[config.mk]
export PLATFORM = sky130hd
export DESIGN_NAME = timestamped_lru_block_table
export DESIGN_NICKNAME = d
export VERILOG_FILES = /design/src/sv/tlbt_pkg.sv /design/src/sv/tlbt_table.sv /design/src/sv/timestamped_lru_block_table.sv
export VERILOG_INCLUDE_DIRS = /design/src /design/src/sv
export SDC_FILE = /design/constraint.sdc
export NUM_CORES = 1
export LEC_CHECK = 0
export BUFFER_PORTS_ARGS = -buffer_cell sky130_fd_sc_hd__buf_2
export CORE_UTILIZATION = 40
export DETAILED_ROUTE_END_ITERATION = 16
export GPL_TIMING_DRIVEN = 0
export PLACE_DENSITY = 0.61
export SYNTH_ARGS = -nofsm -noshare
export SYNTH_HDL_FRONTEND = slang
export SYNTH_SLANG_ARGS = --single-unit
export TNS_END_PERCENT = 20
[constraint.sdc]
create_clock -name aclk -period 6.9 [get_ports aclk]
set_input_delay 1.38 -clock aclk [delete_from_list [all_inputs] [get_ports aclk]]
set_output_delay 1.38 -clock aclk [all_outputs]
set_load 0.005 [all_outputs]
[src/sv/timestamped_lru_block_table_macros.svh]
// assertion macros for the timestamped lru block table
// used by the top level only, expects a clock named aclk and a reset named aresetn
`ifndef TIMESTAMPED_LRU_BLOCK_TABLE_MACROS_SVH
`define TIMESTAMPED_LRU_BLOCK_TABLE_MACROS_SVH

// property checked on every clock edge outside reset
`define TLBT_ASSERT(label, prop, msg) \
    label: assert property (@(posedge aclk) disable iff (!aresetn) (prop)) else $error(msg);

// property checked on every clock edge, reset included
`define TLBT_ASSERT_ALWAYS(label, prop, msg) \
    label: assert property (@(posedge aclk) (prop)) else $error(msg);

`endif

[src/sv/tlbt_pkg.sv]
// shared types and constants for the timestamped lru block table
// no dependencies; used by tlbt_table and timestamped_lru_block_table
`default_nettype none

package tlbt_pkg;

    localparam int unsigned WORD_W = 32;

    // reset values of the table and the expiry register
    localparam logic [WORD_W-1:0] ID_RESET     = 32'hFFFF_FFFF;
    localparam logic [WORD_W-1:0] STAMP_RESET  = 32'h0000_0000;
    localparam logic [WORD_W-1:0] EXPIRY_RESET = 32'd2000;

    // width of the result tdata, padded to a whole byte
    localparam int unsigned OUT_DATA_W = 8;

    // item kinds carried on tuser
    typedef enum logic {
        KIND_QUERY = 1'b0,
        KIND_MARK  = 1'b1
    } kind_t;

    // one request as held in the input register
    typedef struct packed {
        kind_t             kind;
        logic [WORD_W-1:0] group_id;
        logic [WORD_W-1:0] now;
    } req_t;

endpackage

`default_nettype wire

[src/sv/tlbt_table.sv]
// entry table: id and stamp storage, parallel lookup, oldest-entry select and update
// depends on tlbt_pkg
`default_nettype none

module tlbt_table #(
    parameter int unsigned TABLE_ENTRIES = 4
) (
    input  wire logic                          aclk,
    input  wire logic                          aresetn,
    input  wire logic                          upd_en,
    input  wire tlbt_pkg::req_t                req,
    input  wire logic [tlbt_pkg::WORD_W-1:0]   expiry,
    output logic                               blocked
);

    logic [tlbt_pkg::WORD_W-1:0] ids_reg    [TABLE_ENTRIES];
    logic [tlbt_pkg::WORD_W-1:0] stamps_reg [TABLE_ENTRIES];
    logic [tlbt_pkg::WORD_W-1:0] ids_next    [TABLE_ENTRIES];
    logic [tlbt_pkg::WORD_W-1:0] stamps_next [TABLE_ENTRIES];

    logic [TABLE_ENTRIES-1:0]    match;
    logic [TABLE_ENTRIES-1:0]    hit_first;
    logic [TABLE_ENTRIES-1:0]    victim;
    logic                        any_hit;
    logic [tlbt_pkg::WORD_W-1:0] hit_stamp;
    logic [tlbt_pkg::WORD_W-1:0] age;

    // id compare, lowest matching entry wins
    always_comb begin
        logic seen;
        seen = 1'b0;
        for (int i = 0; i < TABLE_ENTRIES; i++) begin
            match[i]     = (ids_reg[i] == req.group_id);
            hit_first[i] = match[i] & ~seen;
            seen         = seen | match[i];
        end
        any_hit = seen;
    end

    // stamp of the hit entry, one-hot select
    always_comb begin
        hit_stamp = '0;
        for (int i = 0; i < TABLE_ENTRIES; i++) begin
            if (hit_first[i]) begin
                hit_stamp = hit_stamp | stamps_reg[i];
            end
        end
    end

    // age modulo 2^32 against the expiry interval
    assign age     = req.now - hit_stamp;
    assign blocked = (req.kind == tlbt_pkg::KIND_QUERY) && any_hit && (age <= expiry);

    // oldest entry: strictly below every lower index, not above any higher one
    always_comb begin
        for (int i = 0; i < TABLE_ENTRIES; i++) begin
            victim[i] = 1'b1;
            for (int j = 0; j < TABLE_ENTRIES; j++) begin
                if (j < i) begin
                    victim[i] = victim[i] & (stamps_reg[i] < stamps_reg[j]);
                end else if (j > i) begin
                    victim[i] = victim[i] & (stamps_reg[i] <= stamps_reg[j]);
                end
            end
        end
    end

    // mark: refresh the hit entry, or replace the oldest one
    always_comb begin
        for (int i = 0; i < TABLE_ENTRIES; i++) begin
            ids_next[i]    = ids_reg[i];
            stamps_next[i] = stamps_reg[i];
            if (upd_en && (req.kind == tlbt_pkg::KIND_MARK)) begin
                if (any_hit) begin
                    if (hit_first[i]) begin
                        stamps_next[i] = req.now;
                    end
                end else if (victim[i]) begin
                    ids_next[i]    = req.group_id;
                    stamps_next[i] = req.now;
                end
            end
        end
    end

    // table storage
    always_ff @(posedge aclk) begin
        for (int i = 0; i < TABLE_ENTRIES; i++) begin
            if (!aresetn) begin
                ids_reg[i]    <= tlbt_pkg::ID_RESET;
                stamps_reg[i] <= tlbt_pkg::STAMP_RESET;
            end else begin
                ids_reg[i]    <= ids_next[i];
                stamps_reg[i] <= stamps_next[i];
            end
        end
    end

endmodule

`default_nettype wire

[src/sv/timestamped_lru_block_table.sv]
// Timestamped LRU block table: a small cache of blocked group ids with expiry.
//
// Input channel s_*: one item per handshake. s_tuser carries the kind
// (query or mark), s_tdata carries group_id and now. Result channel m_*:
// one item per input item, in order; m_tdata bit 0 is blocked (always 0
// for a mark). Configuration channel cfg_*: writes the expiry interval,
// always ready; write it only while no item is in flight.
//
// An item passes the input register, then the result register, before it shows
// on m_tvalid. Throughput: one item per cycle while m_tready stays high; the
// table lookup, the oldest-entry search and the table update all sit in the
// single logic stage between the two registers, so each item sees the table
// as left by the item before it.
//
// Reset (aresetn low, synchronous): entries go to id all-ones with stamp 0,
// the expiry interval to 2000, both registers empty.
// When the receiver stalls, the result register holds its item and the
// input register can still take one more item; after that s_tready drops.
`default_nettype none

`include "timestamped_lru_block_table_macros.svh"

module timestamped_lru_block_table #(
    parameter int unsigned TABLE_ENTRIES = 4
) (
    input  wire logic                              aclk,
    input  wire logic                              aresetn,
    // input item channel
    input  wire logic                              s_tvalid,
    output logic                                   s_tready,
    input  wire logic [2*tlbt_pkg::WORD_W-1:0]     s_tdata,  // [31:0] group_id, [63:32] now
    input  wire logic [0:0]                        s_tuser,  // [0] kind
    // result item channel
    output logic                                   m_tvalid,
    input  wire logic                              m_tready,
    output logic [tlbt_pkg::OUT_DATA_W-1:0]        m_tdata,  // [0] blocked, [7:1] zero
    // expiry interval write channel
    input  wire logic                              cfg_valid,
    output logic                                   cfg_ready,
    input  wire logic [tlbt_pkg::WORD_W-1:0]       cfg_data
);

    logic                        in_valid_reg;
    logic                        in_valid_next;
    tlbt_pkg::req_t              req_reg;
    logic                        out_valid_reg;
    logic                        out_valid_next;
    logic                        blocked_reg;
    logic [tlbt_pkg::WORD_W-1:0] expiry_reg;
    logic                        s_accept;
    logic                        advance;
    logic                        mark_advance;
    logic                        blocked;

    // handshake control
    assign advance   = in_valid_reg && (!out_valid_reg || m_tready);
    assign s_tready  = !in_valid_reg || advance;
    assign s_accept  = s_tvalid && s_tready;
    assign cfg_ready = 1'b1;

    assign in_valid_next  = s_accept ? 1'b1 : (advance ? 1'b0 : in_valid_reg);
    assign out_valid_next = advance ? 1'b1 : (m_tready ? 1'b0 : out_valid_reg);

    // valid flags and expiry register
    always_ff @(posedge aclk) begin
        if (!aresetn) begin
            in_valid_reg  <= 1'b0;
            out_valid_reg <= 1'b0;
            expiry_reg    <= tlbt_pkg::EXPIRY_RESET;
        end else begin
            in_valid_reg  <= in_valid_next;
            out_valid_reg <= out_valid_next;
            if (cfg_valid && cfg_ready) begin
                expiry_reg <= cfg_data;
            end
        end
    end

    // input register payload
    always_ff @(posedge aclk) begin
        if (s_accept) begin
            req_reg.kind     <= tlbt_pkg::kind_t'(s_tuser[0]);
            req_reg.group_id <= s_tdata[tlbt_pkg::WORD_W-1:0];
            req_reg.now      <= s_tdata[2*tlbt_pkg::WORD_W-1:tlbt_pkg::WORD_W];
        end
    end

    // table lookup and update
    tlbt_table #(
        .TABLE_ENTRIES(TABLE_ENTRIES)
    ) u_table (
        .aclk    (aclk),
        .aresetn (aresetn),
        .upd_en  (advance),
        .req     (req_reg),
        .expiry  (expiry_reg),
        .blocked (blocked)
    );

    // result register payload
    always_ff @(posedge aclk) begin
        if (advance) begin
            blocked_reg <= blocked;
        end
    end

    assign m_tvalid = out_valid_reg;
    assign m_tdata  = {{(tlbt_pkg::OUT_DATA_W-1){1'b0}}, blocked_reg};

    // a mark item moving into the result register
    assign mark_advance = advance && (req_reg.kind == tlbt_pkg::KIND_MARK);

    // checks
    `TLBT_ASSERT(a_hold_input, in_valid_reg && !advance |=> in_valid_reg, "input item dropped")
    `TLBT_ASSERT(a_result_follows, advance |=> m_tvalid, "result missing after processing")
    `TLBT_ASSERT(a_mark_not_blocked, mark_advance |=> !m_tdata[0], "mark item reported blocked")

endmodule

`default_nettype wire
==> impl_metrics.env <==
export IMPL_status="finished clean"
export IMPL_timing_critical_path_to_type="flip-flop"
export IMPL_cts_inserted_buffers=43
export IMPL_timing_critical_path_from_type="flip-flop"
export IMPL_post_route_min_period_ns=6.487
export IMPL_finalCritPeriodShare=0.9401
export IMPL_ios=113
export IMPL_power_internal_mw=6.457
export IMPL_die_y_um=235.7
export IMPL_grt_start_max_net_pins=47
export IMPL_synth_area_leaders="dfxtp_1 (27%), ha_1 (15%), mux2i_1 (11%)"
export IMPL_initial_utilization=0.4050
export IMPL_power_leakage_nw=11.46
export IMPL_synth_cells=2368
export IMPL_seqPwrFrac=0.222
export IMPL_cp_required_ns=7.36
export IMPL_die_area_um2=55540
export IMPL_via_count=18040
export IMPL_dp_slack_ns=-1.211
export IMPL_timing_fmax_mhz=154.2
export IMPL_vdd_ir_max_v=0.0006177
export IMPL_crit_path_max_fanout=10
export IMPL_reg2reg_from="req_reg[57]$_DFFE_PP_"
export IMPL_crit_path_end="blocked_reg$_DFFE_PP_"
export IMPL_grt_setup_unrepaired="no"
export IMPL_cts_htree_levels=2
export IMPL_clk_pin_slew_worst_paths_ns=0.06
export IMPL_floorplan_die_width_um=235.7
export IMPL_timing_slew_headroom=0.4018
export IMPL_clock_skew_final_ns=0.04235
export IMPL_yosysTopAreaCell="dfxtp_1"
export IMPL_max_clock_path_buffers=3
export IMPL_max_capacitance_violation_count=0
export IMPL_post_layout_nonfiller_instances=3263
export IMPL_synth_edf_count=66
export IMPL_power_per_cell_area_nw_per_um2=501.7
export IMPL_p_clk_frac=0.183
export IMPL_cts_tree="yes"
export IMPL_timing_final_hold_violations=0
export IMPL_startpoint="req_reg[57]$_DFFE_PP_"
export IMPL_detail_route_wl_per_cell_um=20.58
export IMPL_viasPerCell=5.530
export IMPL_antenna_cells_inserted=0
export IMPL_dominantRegCellSynth="dfxtp_1"
export IMPL_overall_track_demand_over_capacity_in_global_routing=0.2391
export IMPL_clock_root_buffer="clkbuf_16"
export IMPL_fill_cells=5127
export IMPL_switching_share=0.4849
export IMPL_synth_most_common_cell="nand2_1"
export IMPL_gpl_final_weighted_congestion=0.9331
export IMPL_clkSinkCount=356
export IMPL_grt_ovfl_total=0
export IMPL_placed_cells_incl_taps=3173
export IMPL_drive_above_1_share=0.1145
export IMPL_worst_slew_pin_slew_ns=0.8891
export IMPL_setup_viol=0
export IMPL_port_buffers=102
export IMPL_worst_r2r_setup_slack_ns=0.41
export IMPL_holdBufCountCts=0
export IMPL_ant_nets=0
export IMPL_slew_violations=0
export IMPL_finalPower_mw=12.54
export IMPL_initialDrtViolationCount=1371
export IMPL_ys_ff_latch=356
export IMPL_arrival_ns=6.94
export IMPL_route_detailed_drc=0
export IMPL_design_final_nets=2890
export IMPL_ff2ff_path_depth=27
export IMPL_core_area_um2=53920
export IMPL_final_util=0.4634
export IMPL_post_synth_most_frequent_cells="nand2_1 (297), dfxtp_1 (290), ha_1 (255), mux2i_1 (250), inv_1 (144)"
export IMPL_grt_first_pass_wirelength_um=103300
export IMPL_detailed_place_hpwl_um=50650
export IMPL_grt_antenna_before_repair=0
export IMPL_timing_setup_critical_path_class="flip-flop to flip-flop"
export IMPL_grt_pass1_vias=17800
export IMPL_floorplan_rows=85
export IMPL_ys_async_sr_fraction=0
export IMPL_net_switching_power_mw=6.079
export IMPL_netlist_area_leader_share=0.2658
export IMPL_synth_cell_type_count=69
export IMPL_synth_warnings=0
export IMPL_worst_r2r_endpoint="blocked_reg$_DFFE_PP_"
export IMPL_power_combinational_fraction=0.595
export IMPL_dr_pass1_iters=5
export IMPL_fin_ws_ns=0.4133
export IMPL_synth_sequential_area_ratio=0.3566
export IMPL_drt_total_wl_um=67160
export IMPL_synth_avg_cell_area_um2=9.222
export IMPL_synth_area_um2=21840
export IMPL_timing_hold_ws_ns=0.4585
export IMPL_hold_path_class="flip-flop to flip-flop"
export IMPL_later_pin_clock_latency_in_the_skew_report_ns=0.60
export IMPL_layout_area_overhead_vs_synth_pct=14.43
critical path, stage by stage (launching register included):
cell and delay, ns:
edfxtp_1 0.35, buf_2 0.22, xor2_1 0.18, nor4_2 0.37
nand4_1 0.21, nor2_4 0.29, nor4b_4 0.39, clkbuf_4 0.36
nand2_1 0.08, nand3_1 0.17, ha_1 0.23, fa_1 0.22
nor2b_1 0.06, o21a_1 0.18, o21a_1 0.20, o31a_1 0.35
or3b_2 0.47, a21oi_1 0.19, xnor2_1 0.14, ha_1 0.28
a21o_1 0.18, a21o_1 0.18, a21oi_1 0.14, nor2b_1 0.06
o211ai_1 0.15, nand3_1 0.13, a221oi_1 0.38, o21a_1 0.15
worst min-delay path by stage:
stage / end / slack, ns / from / cells after the start
after floorplan: u_table.stamps_reg[0][10]$_SDFFE_PN0P_ / 0.44 / u_table.stamps_reg[0][10]$_SDFFE_PN0P_ / 2
after global placement: u_table.stamps_reg[0][18]$_SDFFE_PN0P_ / 0.45 / u_table.stamps_reg[0][18]$_SDFFE_PN0P_ / 2
after detailed placement: u_table.stamps_reg[0][12]$_SDFFE_PN0P_ / 0.45 / u_table.stamps_reg[0][12]$_SDFFE_PN0P_ / 2
after CTS: u_table.stamps_reg[0][12]$_SDFFE_PN0P_ / 0.46 / u_table.stamps_reg[0][12]$_SDFFE_PN0P_ / 2
after global routing: u_table.stamps_reg[0][3]$_SDFFE_PN0P_ / 0.47 / u_table.stamps_reg[0][3]$_SDFFE_PN0P_ / 2
final: u_table.stamps_reg[0][12]$_SDFFE_PN0P_ / 0.46 / u_table.stamps_reg[0][12]$_SDFFE_PN0P_ / 2
repair_timing:
action                                  4_1_cts  5_1_grt
buffers inserted                              1       10
gates resized for setup                      19       47
pin swaps                                     1        9
hold endpoints to repair                      0        0
endpoints found under the setup margin        1        1
layout by cell type, fill, tap and decap left out, types with 43 or more instances in the layout:
cell / n
edfxtp_1: 66
o21ai_0: 95
nor2_1: 65
dfxtp_1: 290
a21o_1: 85
nand4_1: 55
buf_2: 154
mux2i_1: 250
a21oi_1: 91
clkbuf_16: 43
nand3_1: 113
nand2_1: 297
inv_1: 144
ha_1: 254
nor2b_1: 45
xor2_1: 139
clkbuf_1: 68
layout make-up:
class	instances	area (µm²)	area share
Sequential cell	356	7787	0.3116
Buffer	139	694.4	0.02779
Timing Repair Buffer	114	633.1	0.02534
Multi-Input combinational cell	1734	13030	0.5215
Clock inverter	19	207.7	0.008312
Clock buffer	61	1224	0.04897
Inverter	144	540.5	0.02163
Tap cell	696	870.8	0.03485
kinds of logic (layout without fill, tap and decap cells):
family                     Yosys count  count (layout)  share of synthesized area
AOI/OAI and AO/OA                  392             392                     0.1180
xor gates and xnor gates           154             154                    0.06176
adders and majority gates          256             256                     0.1470
buffers and inverters              284             477                    0.05529
DFF                                356             356                     0.3566
muxes                              250             250                     0.1146
other                                2               8                  0.0003439
and+or+nand+nor                    674             674                     0.1464
routing by layer:
| metal | GRT usage | up-vias | share of wire |
|---|---|---|---|
| li1 | - | 8722 | - |
| met1 | 0.3252 | 8658 | 0.46 |
| met2 | 0.3840 | 565 | 0.45 |
| met3 | 0.04151 | 99 | 0.064 |
| met4 | 0.07566 | 0 | 0.027 |
| met5 | 0 | - | 0 |
power groups by stage:
stage / combinational, mW / clock (mW) / sequential, mW
final: 7.46 / 2.29 / 2.78
after global routing: 9.32 / 2.43 / 2.93
after CTS: 7.32 / 2.35 / 2.78
after detailed placement: 7.25 / 0 / 2.81
after global placement: 7.14 / 0 / 2.82
after floorplan: 7.00 / 0 / 2.99
stage by stage:
stage / setup TNS [ns] / instance area (µm²)
finish: 0 / 24990
global route: 0 / 24990
CTS: 0 / 24790
detailed placement: -1.211 / 23270
global placement: -1.143 / 23240
floorplan: 0 / 21860
No activity file was read; power rests on OpenSTA's default activity.
